**src/rtl/core/servo_bus_packet_receiver_macros.svh**
```systemverilog
// ----------------------------------------------------------------------------
// Servo bus packet receiver assertion macros
// Concurrent assertion helpers clocked on clk_i and disabled during rst_ni.
// ----------------------------------------------------------------------------
`ifndef SERVO_BUS_PACKET_RECEIVER_MACROS_SVH
`define SERVO_BUS_PACKET_RECEIVER_MACROS_SVH

`ifndef SYNTHESIS
// Property that must hold at every clock edge outside reset.
`define SBPR_ASSERT(lbl, prop, msg) \
  lbl: assert property (@(posedge clk_i) disable iff (!rst_ni) (prop)) else $error(msg);
// Condition that must never be true outside reset.
`define SBPR_ASSERT_NEVER(lbl, cond, msg) \
  lbl: assert property (@(posedge clk_i) disable iff (!rst_ni) !(cond)) else $error(msg);
`else
`define SBPR_ASSERT(lbl, prop, msg)
`define SBPR_ASSERT_NEVER(lbl, cond, msg)
`endif

`endif

```
**src/rtl/core/sbpr_pkg.sv**
```systemverilog
// ----------------------------------------------------------------------------
// Servo bus packet receiver package
// Beat types, configuration types and protocol constants.
// ----------------------------------------------------------------------------
package sbpr_pkg;

  localparam logic [7:0] SYNC_BYTE   = 8'hFF;
  localparam logic [8:0] FRAME_EXTRA = 9'd4;
  localparam int unsigned CFG_DATA_W = 16;
  localparam int unsigned CFG_IDX_W  = 2;

  typedef enum logic [CFG_IDX_W-1:0] {
    CFG_OWN_ID       = 2'd0,
    CFG_BROADCAST_ID = 2'd1,
    CFG_MAX_PACKET   = 2'd2,
    CFG_TIMEOUT      = 2'd3
  } cfg_idx_e;

  typedef enum logic [2:0] {
    KIND_BODY     = 3'd0,
    KIND_OK       = 3'd1,
    KIND_CSUM_ERR = 3'd2,
    KIND_OVERSIZE = 3'd3,
    KIND_TIMEOUT  = 3'd4
  } kind_e;

  typedef struct packed {
    logic [7:0]  own_id;
    logic [7:0]  broadcast_id;
    logic [8:0]  max_packet_bytes;
    logic [15:0] byte_timeout_ticks;
  } cfg_t;

  typedef struct packed {
    logic       op;
    logic [7:0] data_byte;
  } in_beat_t;

  typedef struct packed {
    kind_e      kind;
    logic [7:0] packet_id;
    logic [7:0] instruction;
    logic [7:0] body_index;
    logic [7:0] data;
    logic [7:0] body_length;
  } out_beat_t;

endpackage

```
**src/rtl/core/sbpr_cfg_regs.sv**
```systemverilog
// ----------------------------------------------------------------------------
// Servo bus packet receiver configuration registers
// Holds the ID, size and timeout settings written through the config port.
// ----------------------------------------------------------------------------
module sbpr_cfg_regs import sbpr_pkg::*; (
  input  logic                  clk_i,
  input  logic                  rst_ni,
  input  logic                  cfg_we_i,
  input  logic [CFG_IDX_W-1:0]  cfg_idx_i,
  input  logic [CFG_DATA_W-1:0] cfg_wdata_i,
  output cfg_t                  cfg_o
);

  cfg_t cfg_q;
  cfg_t cfg_d;

  always_comb begin
    cfg_d = cfg_q;
    if (cfg_we_i) begin
      unique case (cfg_idx_e'(cfg_idx_i))
        CFG_OWN_ID:       cfg_d.own_id             = cfg_wdata_i[7:0];
        CFG_BROADCAST_ID: cfg_d.broadcast_id       = cfg_wdata_i[7:0];
        CFG_MAX_PACKET:   cfg_d.max_packet_bytes   = cfg_wdata_i[8:0];
        CFG_TIMEOUT:      cfg_d.byte_timeout_ticks = cfg_wdata_i[15:0];
        default:          cfg_d = cfg_q;
      endcase
    end
  end

  always_ff @(posedge clk_i or negedge rst_ni) begin
    if (!rst_ni) begin
      cfg_q.own_id             <= 8'd1;
      cfg_q.broadcast_id       <= 8'd254;
      cfg_q.max_packet_bytes   <= 9'd255;
      cfg_q.byte_timeout_ticks <= 16'd10;
    end else begin
      cfg_q <= cfg_d;
    end
  end

  assign cfg_o = cfg_q;

endmodule

```
**src/rtl/core/servo_bus_packet_receiver.sv**
```systemverilog
// ----------------------------------------------------------------------------
// Servo bus packet receiver
// Parses protocol 1 style servo bus packets: header hunt, length, body stream,
// checksum verdict, oversize drop and inter-byte timeout.
// ----------------------------------------------------------------------------
// Each input beat is either a received bus byte or a one millisecond tick. The
// parser state is updated in the cycle the beat is accepted, and the zero or
// one result it causes is loaded into a single output register in the same
// edge. A new beat is accepted every cycle as long as that output register is
// empty or being drained; while a result sits stalled at the output, the
// input is stalled too. Results appear in the cycle after the beat that caused
// them. There is no start-up sequence after reset.
`include "servo_bus_packet_receiver_macros.svh"

module servo_bus_packet_receiver import sbpr_pkg::*; (
  input  logic                  clk_i,
  input  logic                  rst_ni,
  input  logic                  cfg_we_i,
  input  logic [CFG_IDX_W-1:0]  cfg_idx_i,
  input  logic [CFG_DATA_W-1:0] cfg_wdata_i,
  input  logic                  in_valid_i,
  output logic                  in_stall_o,
  input  in_beat_t              in_data_i,
  output logic                  out_valid_o,
  input  logic                  out_stall_i,
  output out_beat_t             out_data_o
);

  typedef enum logic [1:0] {
    PH_HUNT = 2'd0,
    PH_LEN  = 2'd1,
    PH_BODY = 2'd2
  } phase_e;

  cfg_t cfg;

  sbpr_cfg_regs u_cfg_regs (
    .clk_i       (clk_i),
    .rst_ni      (rst_ni),
    .cfg_we_i    (cfg_we_i),
    .cfg_idx_i   (cfg_idx_i),
    .cfg_wdata_i (cfg_wdata_i),
    .cfg_o       (cfg)
  );

  // Only the two most recent header bytes matter: the oldest byte of the
  // window is shifted out before it could ever be compared.
  phase_e      phase_q, phase_d;
  logic [7:0]  hdr_prev_q, hdr_prev_d;
  logic [7:0]  hdr_last_q, hdr_last_d;
  logic [8:0]  byte_cnt_q, byte_cnt_d;
  logic [8:0]  total_len_q, total_len_d;
  logic [7:0]  sum_q, sum_d;
  logic [7:0]  held_id_q, held_id_d;
  logic [7:0]  held_instr_q, held_instr_d;
  logic [7:0]  held_len_q, held_len_d;
  logic [15:0] idle_q, idle_d;
  logic        out_valid_q, out_valid_d;
  out_beat_t   out_data_q, out_data_d;

  logic        in_acc;
  logic        out_take;
  logic        emit;
  kind_e       emit_kind;
  logic [7:0]  emit_index;
  logic [7:0]  emit_data;
  logic [7:0]  b;
  logic [15:0] idle_inc;
  logic [8:0]  len_total;
  logic [8:0]  cnt_next;
  logic [8:0]  body_pos;
  logic [7:0]  sum_next;

  assign out_take   = out_valid_q && !out_stall_i;
  assign in_stall_o = out_valid_q && out_stall_i;
  assign in_acc     = in_valid_i && !in_stall_o;

  assign b         = in_data_i.data_byte;
  assign idle_inc  = (idle_q != 16'hFFFF) ? idle_q + 16'd1 : idle_q;
  assign len_total = {1'b0, b} + FRAME_EXTRA;
  assign cnt_next  = byte_cnt_q + 9'd1;
  assign body_pos  = byte_cnt_q - FRAME_EXTRA;
  assign sum_next  = sum_q + b;

  always_comb begin
    phase_d      = phase_q;
    hdr_prev_d   = hdr_prev_q;
    hdr_last_d   = hdr_last_q;
    byte_cnt_d   = byte_cnt_q;
    total_len_d  = total_len_q;
    sum_d        = sum_q;
    held_id_d    = held_id_q;
    held_instr_d = held_instr_q;
    held_len_d   = held_len_q;
    idle_d       = idle_q;
    emit         = 1'b0;
    emit_kind    = KIND_BODY;
    emit_index   = 8'd0;
    emit_data    = 8'd0;

    if (in_acc) begin
      if (in_data_i.op) begin
        idle_d = idle_inc;
        if (phase_q != PH_HUNT && idle_inc > cfg.byte_timeout_ticks) begin
          emit        = 1'b1;
          emit_kind   = KIND_TIMEOUT;
          phase_d     = PH_HUNT;
          byte_cnt_d  = 9'd0;
          total_len_d = 9'd0;
        end
      end else begin
        idle_d = 16'd0;
        unique case (phase_q)
          PH_HUNT: begin
            if (hdr_prev_q == SYNC_BYTE && hdr_last_q == SYNC_BYTE &&
                (b == cfg.own_id || b == cfg.broadcast_id)) begin
              held_id_d    = b;
              held_instr_d = 8'd0;
              held_len_d   = 8'd0;
              sum_d        = b;
              byte_cnt_d   = 9'd3;
              total_len_d  = 9'd0;
              hdr_prev_d   = 8'd0;
              hdr_last_d   = 8'd0;
              phase_d      = PH_LEN;
            end else begin
              hdr_prev_d = hdr_last_q;
              hdr_last_d = b;
            end
          end
          PH_LEN: begin
            held_len_d  = b;
            sum_d       = sum_next;
            byte_cnt_d  = FRAME_EXTRA;
            total_len_d = len_total;
            if (len_total > cfg.max_packet_bytes) begin
              emit        = 1'b1;
              emit_kind   = KIND_OVERSIZE;
              phase_d     = PH_HUNT;
              byte_cnt_d  = 9'd0;
              total_len_d = 9'd0;
            end else begin
              phase_d = PH_BODY;
            end
          end
          PH_BODY: begin
            sum_d      = sum_next;
            byte_cnt_d = cnt_next;
            emit       = 1'b1;
            emit_index = body_pos[7:0];
            emit_data  = b;
            if (cnt_next >= total_len_q) begin
              emit_kind   = (sum_next == SYNC_BYTE) ? KIND_OK : KIND_CSUM_ERR;
              phase_d     = PH_HUNT;
              byte_cnt_d  = 9'd0;
              total_len_d = 9'd0;
            end else if (body_pos[7:0] == 8'd0) begin
              held_instr_d = b;
            end
          end
          default: phase_d = PH_HUNT;
        endcase
      end
    end
  end

  // The result reports the held fields as they stand after this beat.
  always_comb begin
    out_valid_d = out_valid_q;
    out_data_d  = out_data_q;
    if (in_acc && emit) begin
      out_valid_d            = 1'b1;
      out_data_d.kind        = emit_kind;
      out_data_d.packet_id   = held_id_d;
      out_data_d.instruction = held_instr_d;
      out_data_d.body_index  = emit_index;
      out_data_d.data        = emit_data;
      out_data_d.body_length = held_len_d;
    end else if (out_take) begin
      out_valid_d = 1'b0;
    end
  end

  always_ff @(posedge clk_i or negedge rst_ni) begin
    if (!rst_ni) begin
      phase_q      <= PH_HUNT;
      hdr_prev_q   <= 8'd0;
      hdr_last_q   <= 8'd0;
      byte_cnt_q   <= 9'd0;
      total_len_q  <= 9'd0;
      sum_q        <= 8'd0;
      held_id_q    <= 8'd0;
      held_instr_q <= 8'd0;
      held_len_q   <= 8'd0;
      idle_q       <= 16'd0;
      out_valid_q  <= 1'b0;
    end else begin
      phase_q      <= phase_d;
      hdr_prev_q   <= hdr_prev_d;
      hdr_last_q   <= hdr_last_d;
      byte_cnt_q   <= byte_cnt_d;
      total_len_q  <= total_len_d;
      sum_q        <= sum_d;
      held_id_q    <= held_id_d;
      held_instr_q <= held_instr_d;
      held_len_q   <= held_len_d;
      idle_q       <= idle_d;
      out_valid_q  <= out_valid_d;
    end
  end

  always_ff @(posedge clk_i) begin
    out_data_q <= out_data_d;
  end

  assign out_valid_o = out_valid_q;
  assign out_data_o  = out_data_q;

  `SBPR_ASSERT(a_hunt_counts_clear, (phase_q == PH_HUNT) |-> (byte_cnt_q == 9'd0 && total_len_q == 9'd0), "byte count or total length left over while hunting")
  `SBPR_ASSERT(a_body_count_range, (phase_q == PH_BODY) |-> (byte_cnt_q >= FRAME_EXTRA && byte_cnt_q <= total_len_q), "body byte count outside the packet")
  `SBPR_ASSERT(a_byte_clears_idle, (in_acc && !in_data_i.op) |=> (idle_q == 16'd0), "idle tick count not cleared by a byte")
  `SBPR_ASSERT(a_body_result_in_body, (out_valid_q && out_data_q.kind == KIND_BODY) |-> (phase_q == PH_BODY), "body result pending outside the body phase")
  `SBPR_ASSERT_NEVER(a_no_accept_when_full, in_acc && out_valid_q && out_stall_i, "beat accepted while a result is stalled")

endmodule
```
**config.mk**
```make
export PLATFORM = sky130hd
export DESIGN_NAME = servo_bus_packet_receiver
export DESIGN_NICKNAME = d
export VERILOG_FILES = /design/src/rtl/core/sbpr_pkg.sv /design/src/rtl/core/sbpr_cfg_regs.sv /design/src/rtl/core/servo_bus_packet_receiver.sv
export VERILOG_INCLUDE_DIRS = /design/src /design/src/rtl/core
export SDC_FILE = /design/constraint.sdc
export NUM_CORES = 1
export LEC_CHECK = 0
export ABC_AREA = 0
export BUFFER_PORTS_ARGS = -buffer_cell sky130_fd_sc_hd__buf_2
export CAP_MARGIN = 10
export CORE_ASPECT_RATIO = 0.6
export CORE_MARGIN = 2
export CORE_UTILIZATION = 40
export CTS_CLUSTER_SIZE = 20
export DETAILED_ROUTE_END_ITERATION = 7
export PLACE_DENSITY = 0.67
export SYNTH_ARGS = -nofsm -noshare
export SYNTH_HDL_FRONTEND = slang
export SYNTH_SLANG_ARGS = --single-unit
```
**constraint.sdc**
```tcl
create_clock -name clk_i -period 4.2 [get_ports clk_i]
set_input_delay 0.42 -clock clk_i [delete_from_list [all_inputs] [get_ports clk_i]]
set_output_delay 0.42 -clock clk_i [all_outputs]
set_load 0.01 [all_outputs]
```
=== After elaboration in Yosys (flattened, before gate mapping) ===
Cells that the tools add are included.

* Register bits after elaboration: 169
* Bits of input ports: 32
* Output and inout bits: 45

* $add $sub $neg: 5
* Magnitude comparators: 3
* Eq/ne operators: 15
* Mux-type cells: 50
* Bitwise operators: 3
* Reductions and logical operators: 28

{| class="wikitable"
|+ Operator list
! kind !! number
|-
| $mux 8 || 15
|-
| $mux 9 || 8
|-
| $pmux 9 s3 || 2
|-
| $pmux 8 s2 || 3
|-
| $mux 16 || 2
|-
| $eq 8x8->1 const B || 3
|-
| $add 16x1->16 const B || 1
|-
| $eq 8x8->1 || 2
|-
| $gt 16x16->1 || 1
|-
| $mux 2 || 8
|-
| $ne 16x16->1 const B || 1
|-
| $reduce_and 4->1 || 3
|-
| $add 8x3->9 const B || 1
|-
| $add 9x1->9 const B || 1
|-
| $ge 9x9->1 || 1
|-
| $gt 9x9->1 || 1
|-
| $mux 3 || 3
|-
| $add 8x8->8 || 1
|-
| $logic_not 8->1 || 1
|-
| $reduce_and 2->1 || 4
|-
| $sub 8x3->8 const B || 1
|-
| $logic_and 1x1->1 || 7
|-
| $eq 2x2->1 const B || 3
|-
| $mux 1 || 6
|-
| other kinds (17) || 25
|}

=== Logic depth before layout (Yosys ltp) ===
Gate-level depths: netlist of run 1.

* Word-level depth: 9
* Gate-level depth with buffers: 14

=== Modules after synthesis ===
Synthesis of run 1 repeated with hierarchy kept, for this count alone.

* Cells, all modules: 786
* Area, all modules: 8863.5 µm²

{| class="wikitable"
|+ By module, submodules not included
! module !! instances !! cells each !! area an instance (µm²)
|-
| servo_bus_packet_receiver || 1 || 699 || 7290.7
|-
| sbpr_cfg_regs || 1 || 87 || 1572.8
|}

=== Worst setup path after synthesis of run 1 ===
Ideal clock, no wire load.

* Path type: flip-flop to flip-flop
* From: register idle_q[0]
* To: register out_data_q (netlist bit out_data_o[0]), enable pin
* Setup time: 401 ps
* Arrival time: 3895 ps
* Required time: 3799 ps
* Setup slack: -96 ps
* Stages on the path, launching flop included: 13
* Path buffers: 0
* Period minus slack after synthesis: 4296 ps
* Path through: dfrtp_1 -> ha_1 -> nand2_1 -> or4_1 -> nor3_2 -> nor3_1 -> xor2_1 -> ha_1 -> nand4_1 -> a2111oi_2 -> o31ai_1 -> a21o_1 -> nand2_1

* Cells in the longest elaborated chain, start to end: 8
* Elaborated cells between the ends (all ways): 9
* Classes of those cells: 1 x add/sub; 1 x order compare; 1 x eq/ne; 4 x mux; 2 x reduce/logical

{| class="wikitable"
|+ RTL lines
! element !! RTL line !! text
|-
| start, declared || servo_bus_packet_receiver.sv:57 || <nowiki>logic [15:0] idle_q, idle_d;</nowiki>
|-
| start signal, assigned || servo_bus_packet_receiver.sv:207 || <nowiki>idle_q <= idle_d;</nowiki>
|-
| $add 16x1->16 / $ne 16x16->1 (equally long branches) || servo_bus_packet_receiver.sv:79 || <nowiki>assign idle_inc = (idle_q != 16'hFFFF) ? idle_q + 16'd1 : idle_q;</nowiki>
|-
| $mux 16 (*) || servo_bus_packet_receiver.sv:79 ||
|-
| $gt 16x16->1 (*) || servo_bus_packet_receiver.sv:104 || <nowiki>if (phase_q != PH_HUNT && idle_inc > cfg.byte_timeout_ticks) begin</nowiki>
|-
| $logic_and 1x1->1 (*) || servo_bus_packet_receiver.sv:104 ||
|-
| $mux 1 (*) || servo_bus_packet_receiver.sv:104 ||
|-
| $mux 1 (*) || servo_bus_packet_receiver.sv:102 || <nowiki>if (in_data_i.op) begin</nowiki>
|-
| $mux 1 (*) || servo_bus_packet_receiver.sv:101 || <nowiki>if (in_acc) begin</nowiki>
|-
| $logic_and 1x1->1 (*) || servo_bus_packet_receiver.sv:171 || <nowiki>if (in_acc && emit) begin</nowiki>
|-
| end signal, assigned || servo_bus_packet_receiver.sv:213 || <nowiki>out_data_q <= out_data_d;</nowiki>
|-
| end, declared || servo_bus_packet_receiver.sv:59 || <nowiki>out_beat_t out_data_q, out_data_d;</nowiki>
|}

Mark *: on every way between the ends. The rest lies on a longest branch, timed or not.
A chain may end at the register's enable or synchronous reset.

=== Worst setup path after layout of run 1 ===
* From: register idle_q[4]
* To: register total_len_q[3]

* Cells in the longest elaborated chain, start to end: 6
* Elaborated cells between the ends (all ways): 7
* Classes of those cells: 1 x add/sub; 1 x order compare; 2 x eq/ne; 1 x mux; 2 x reduce/logical

{| class="wikitable"
|+ RTL lines
! element !! RTL line !! text
|-
| $add 16x1->16 / $ne 16x16->1 (equally long branches) || servo_bus_packet_receiver.sv:79 ||
|-
| $mux 16 (*) || servo_bus_packet_receiver.sv:79 ||
|-
| $gt 16x16->1 (*) || servo_bus_packet_receiver.sv:104 ||
|-
| $logic_and 1x1->1 (*) || servo_bus_packet_receiver.sv:104 ||
|-
| $ne 2x1->1 (no source line) (*) || n/a ||
|-
| $reduce_and 5->1 (no source line) (*) || n/a ||
|-
| end signal, assigned || servo_bus_packet_receiver.sv:202 || <nowiki>total_len_q <= total_len_d;</nowiki>
|-
| end, declared || servo_bus_packet_receiver.sv:52 || <nowiki>logic [8:0] total_len_q, total_len_d;</nowiki>
|}

Marks and branches as above.

==> results of run 1 <==
[layout by cell type, fill, tap and decap left out, drive strengths merged, types with 8 or more instances in the layout]
cell type,synthesis,final
mux2i,9,9
edfxtp,43,43
nand2,84,84
nand4,16,16
a21oi,18,18
xor2,9,9
o21a,9,9
ha,52,52
xnor2,31,31
nor2,42,42
mux2,67,67
and3,13,13
a21o,8,8
buf,14,100
a22o,14,14
o21ai,45,45
clkbuf,20,17
a2111oi,10,10
dfrtp,108,108
dfstp,18,18
nor3,16,16
nand3,30,30
inv,60,65
[through the flow]
step	power, mW	instances	worst slack, ps	hold slack (ps)	cell area (sq um)
2_1_floorplan	3.80	826	303	124	9070
3_3_place_gp	4.34	1198	224	466	9880
3_5_place_dp	4.39	1198	57.9	474	9880
4_1_cts	6.02	1230	49.6	33.2	10500
5_1_grt	6.42	1232	32.7	74.5	10500
6_report	6.03	1233	264	2.94	10500
[registers in the layout (all words and copies together) (netlist names)]
register / flops
hdr_prev_q: 8
u_cfg_regs.cfg_o: 41
idle_q: 16
total_len_q: 9
held_instr_q: 8
out_data_o: 43
byte_cnt_q: 9
hdr_last_q: 8
held_len_q: 8
out_valid_o: 1
phase_q: 2
sum_q: 8
held_id_q: 8
[kinds of logic after synthesis]
| kind of cell | count (synthesis) |
|---|---|
| fa+ha+maj | 53 |
| compound gates | 158 |
| buf+inv | 94 |
| mux | 76 |
| xor+xnor | 41 |
| flops | 169 |
| simple gates | 235 |
[worst max-delay path, delay by kind of cell, from the launching register on]
family | cells | cell delay [ps]
mux | 1 | 330
fa+ha+maj | 1 | 320
compound gates | 2 | 530
xor+xnor | 1 | 160
simple gates | 6 | 1780
flops | 1 | 480
buf+inv | 1 | 200
[layout make-up]
type / count / area share (%)
clock buffer: 17 / 4.04
multi-input combinational: 563 / 40.6
antenna: 1 / 0.0237
clock inverter: 15 / 1.57
tap: 308 / 3.66
sequential: 169 / 42.4
inverter: 60 / 2.14
timing repair buffer: 100 / 5.58
[repair_timing]
item / CTS / global route
buffers inserted: 0 / 2
resized for setup: 0 / 8
endpoints found under the setup margin: 0 / 62
hold endpoints to repair: 0 / 0
[per-layer routing]
metal / vias to the layer above / wire [um]
li1: 3165 / -
met1: 3218 / 11600
met2: 203 / 8650
met3: 31 / 1170
met4: 0 / 285
met5: - / 0
[worst max path at each step]
stage | start | endpoint | cells past startpoint
finish | idle_q[4]$_DFFE_PN0P_ | total_len_q[3]$_DFFE_PN0P_ | 12
global route | idle_q[0]$_DFFE_PN0P_ | byte_cnt_q[6]$_DFFE_PN0P_ | 13
CTS | idle_q[0]$_DFFE_PN0P_ | total_len_q[8]$_DFFE_PN0P_ | 13
detailed placement | idle_q[0]$_DFFE_PN0P_ | total_len_q[8]$_DFFE_PN0P_ | 13
global placement | idle_q[0]$_DFFE_PN0P_ | total_len_q[2]$_DFFE_PN0P_ | 13
floorplan | idle_q[0]$_DFFE_PN0P_ | out_data_o[0]$_DFFE_PP_ | 12
[report_power, final]
part           switching, mW  internal, mW  total [mW]
clock                  0.713         0.887        1.60
combinational           1.23         0.878        2.11
sequential             0.224          2.10        2.32
==> results.txt, run 1 <==
Worst-path cell chain -> nand4_1 > or4_1 > nor3_4 > nor3_1 > xor2_1 > ha_1 > nand4_1 > a2111oi_4 > o41ai_2 > buf_4 > nor3_4 > mux2_4
Setup TNS -> 0 ps
Critical setup path kind -> flip-flop to flip-flop
Ranking of synthesized cells by instance count -> dfrtp_1 (108), nand2_1 (84), mux2_2 (62)
Max Cap Viol -> 0
Dpl hpwl -> 15,400 um
CTS Sinks -> 169
Post-Syn Nets -> 911
Syn Area/Cell -> 11.0 sq um
Slew Limit Fails -> 0
CP Max Fanout -> 9
Period minus WS final -> 3940 ps
Post-Synth Simple-Gate Area -> 12.8%
Net count, final -> 996
GRT met3 Usage -> 4.27%
Wire length per cell -> 17.6 um
Final RePlAce weighted congestion -> 0.886
Maximum clock frequency -> 254 MHz
Register Area -> 0.00447 sq mm
Layout cells sized above 1 -> 25.8%
Clock slew at reported path FFs -> 70 ps
Crit end category -> flip-flop
Sequential share of the synthesized area -> 49.2%
GR Util All Layers -> 19.6%
Synth area leader -> dfrtp_1
WP data required -> 4520 ps
Crit path DAT -> 4260 ps
Final wirelength -> 21,700 um
GR peak layer -> met1
Final global-route overflow total -> 0
Synth Flop Type -> dfrtp_1
Row count -> 42
Core Area -> 0.0222 sq mm
Clock Latency Late Sink -> 460 ps
Antenna violations before repair -> 0
Final setup fails -> 0
Starting Density -> 40.9%
Final period util -> 93.7%
Ys async rst share -> 74.6%
Post-synthesis xor/xnor area fraction -> 4.11%
Root buffer cell -> clkbuf_16
Final hold vios -> 0
Fill count -> 2,092
Drt pass-1 iters -> 5
Peak supply drop -> 0.403 mV
Met1 GRT Util -> 31.3%
Yosys synthesis warning count -> 0
CP max-delay cell -> or4_1
RSZ-0062 raised after global routing -> no
Die W -> 198 um
Mux cell area share after synthesis -> 9.52%
H-tree depth -> 4
Slew @ Worst Pin -> 1210 ps
Most frequent cell after synthesis -> dfrtp_1
Hold Path Class -> input port to async pin
FF-to-FF path depth -> 12
Total CTS buffers -> 17
Area of the multi-input gates -> 0.00428 sq mm
Max_slew headroom -> 19.4%
Post-layout util -> 47.5%
Vias in the first global route -> 6,427
Vias per inst -> 5.37
DRC viols -> 0
Outcome -> finished, final reports clean
Largest stage delay, worst path -> 620 ps
DR vias -> 6,617
Adder-Cell Fraction of Synth Area -> 7.39%
PwrDens -> 572 mW/mm^2
Area growth syn-to-layout -> 16.2%
Largest family of logic cells by synthesized area -> simple AND/OR/NAND/NOR gates
CTS tree -> built
First-pass GRT wire length -> 35,700 um
Setup Skew -> 25.8 ps
Post-Syn Area -> 0.00907 sq mm
Yosys reg bits -> 169
Largest net degree at the start of global routing -> 54
Starting DRT DRC Count -> 487
Unique masters post-synth -> 68
Maximum clock insertion buffer count -> 2
Die H -> 121 um
Die area -> 0.0239 sq mm
Leakage -> 4.63 nW
Antenna-violating nets left -> 0
Met2 Use GR -> 26.3%
IO Count -> 77
Startpoint Class -> flip-flop
R2r setup slk -> 260 ps
Synth Instances -> 826
Post-synthesis compound-gate area fraction -> 12.7%
Post-synth EDFFs -> 43
PortBufs -> 76
Critical R2R Capture -> total_len_q[3]$_DFFE_PN0P_
Synth top area cells -> dfrtp_1 (30%), edfxtp_1 (14%), mux2_2 (7.7%), ha_1 (7.2%), dfstp_2 (5.2%)
Post-CTS Hold Fix Bufs -> 0
Synth top area share -> 29.8%
FF-to-FF Start -> idle_q[4]$_DFFE_PN0P_
No activity file was read; power rests on OpenSTA's default activity.
==> inputs of run 2 (changes only) <==
--- a/config.mk
+++ b/config.mk
@@ -14,7 +14,7 @@
 export CORE_UTILIZATION = 40
 export CTS_CLUSTER_SIZE = 20
 export DETAILED_ROUTE_END_ITERATION = 7
-export PLACE_DENSITY = 0.67
+export PLACE_DENSITY = 0.65
 export SYNTH_ARGS = -nofsm -noshare
 export SYNTH_HDL_FRONTEND = slang
 export SYNTH_SLANG_ARGS = --single-unit
==> constraint.sdc (replaced) <==
create_clock -name clk_i -period 3.9 [get_ports clk_i]
set_input_delay 0.39 -clock clk_i [delete_from_list [all_inputs] [get_ports clk_i]]
set_output_delay 0.39 -clock clk_i [all_outputs]
set_load 0.01 [all_outputs]
==> results.txt, run 2 (same netlist as run 1, synthesis figures left out) <==
Area growth syn-to-layout -> 18.6%
Dpl hpwl -> 15,400 um
Maximum clock frequency -> 260 MHz
Crit path DAT -> 4160 ps
Die W -> 198 um
DRC viols -> 0
Die H -> 121 um
Starting DRT DRC Count -> 500
Die area -> 0.0239 sq mm
Layout cells sized above 1 -> 27.8%
CTS tree -> built
GR Util All Layers -> 18.9%
IO Count -> 77
H-tree depth -> 4
DR vias -> 6,652
Total CTS buffers -> 17
Commonest non-fill, non-tap cells in the layout -> dfrtp_1 (108), nand2_1 (80), buf_2 (75)
PwrDens -> 601 mW/mm^2
Critical setup path kind -> flip-flop to flip-flop
Wire length per cell -> 17.6 um
WP data required -> 4220 ps
Outcome -> finished, final reports clean
PortBufs -> 76
CTS Sinks -> 169
CP Max Fanout -> 6
Post-CTS Hold Fix Bufs -> 0
Maximum clock insertion buffer count -> 2
Worst-path cell chain -> ha_2 > nand2_2 > or4_4 > nor2_4 > nand2_2 > mux2_4 > ha_4 > nand4_1 > a2111oi_4 > o41ai_4 > nor3_4 > buf_12 > mux2_4
Startpoint Class -> flip-flop
# diodes -> 0
Core Area -> 0.0222 sq mm
Max Cap Viol -> 0
Net count, final -> 1,013
Largest stage delay, worst path -> 590 ps
Commonest non-fill, non-tap cell in the layout -> dfrtp_1
Final setup fails -> 0
Starting Density -> 40.9%
Final wirelength -> 22,000 um
Crit end category -> flip-flop
Setup Skew -> 19.7 ps
Peak supply drop -> 0.351 mV
Dpl cell area -> 0.00995 sq mm
Fill count -> 2,059
Final global-route overflow total -> 0
Vias per inst -> 5.33
Largest net degree at the start of global routing -> 70
Clock Latency Late Sink -> 450 ps
Clock slew at reported path FFs -> 70 ps
Vias in the first global route -> 6,078
First-pass GRT wire length -> 34,400 um
Hold Path Class -> input port to async pin
Slew Limit Fails -> 0
Final period util -> 98.7%
Root buffer cell -> clkbuf_16
Setup TNS -> 0 ps
RSZ-0062 raised after global routing -> yes
Antenna-violating nets left -> 0
Final hold vios -> 0
Final RePlAce weighted congestion -> 0.892
Row count -> 42
Max_slew headroom -> 26.3%
CP max-delay cell -> or4_4
Leakage -> 4.73 nW
Drt pass-1 iters -> 7
Period minus WS final -> 3850 ps
Antenna violations before repair -> 0
Design Area, Final -> 0.0108 sq mm
Slew @ Worst Pin -> 1100 ps
Max reg flops -> 43
run 2: per-layer routing:
metal	GRT usage, %	vias up	part of all wire [%]
li1	-	3199	-
met3	4.44	17	5.7
met1	30.3	3257	53
met2	25.1	179	40
met4	4.66	0	0.97
met5	0	-	0
run 2: path summary, 6_finish.rpt:
check                                                    to  cells after the start                 startpoint  slack [ps]
min reg2reg                       hdr_prev_q[3]$_DFFE_PN0P_                      2  hdr_prev_q[3]$_DFFE_PN0P_         480
max reg2reg                      total_len_q[8]$_DFFE_PN0P_                     13      idle_q[1]$_DFFE_PN0P_          50
min                        u_cfg_regs.cfg_o[15]$_DFFE_PN0P_                      1                     rst_ni          80
max in group asynchronous  u_cfg_regs.cfg_o[27]$_DFFE_PN1P_                      2                     rst_ni        2970
min in group clk_i         u_cfg_regs.cfg_o[15]$_DFFE_PN0P_                      2            cfg_wdata_i[15]         180
max                              total_len_q[8]$_DFFE_PN0P_                     13      idle_q[1]$_DFFE_PN0P_          50
run 2: where the power goes:
part           switching, mW  total, mW  internal [mW]
Sequential             0.232       2.49           2.26
Clock                  0.765       1.66          0.890
Combinational           1.33       2.32          0.986
run 2: worst max-delay path: cells and delay by family (launching register included):
| kind | cells | cell delay [ps] |
|---|---|---|
| buffers and inverters | 1 | 160 |
| and+or+nand+nor | 6 | 1390 |
| adders and majority gates | 2 | 460 |
| muxes | 2 | 620 |
| DFF | 1 | 370 |
| AOI/OAI and AO/OA | 2 | 700 |
run 2: area by class of cell:
class	count	area (sq um)	area share, %
Sequential cell	169	4470	41.5
Multi-Input combinational cell	563	4350	40.4
Timing Repair Buffer	117	766	7.11
Clock buffer	17	425	3.95
Tap cell	308	385	3.58
Inverter	60	225	2.09
Clock inverter	15	141	1.31
run 2: stage by stage:
stage	cells	hold slack [ps]	util, %	setup WS, ps	total power [mW]
final	1249	79.0	48.5	50.7	6.46
after global routing	1249	155	48.5	-86.9	6.86
after CTS	1238	119	47.5	9.88	6.42
after detailed placement	1206	471	44.9	-210	4.75
after global placement	1206	463	44.9	-42.9	4.70
after floorplan	826	94.4	-	3.23	4.10
run 2: timing repair:
| action | CTS | global route |
|---|---|---|
| pin swaps | 0 | 14 |
| resized for setup | 2 | 22 |
| gates cloned | 0 | 1 |
| endpoints found under the setup margin | 18 | 62 |
| setup buffers | 0 | 10 |
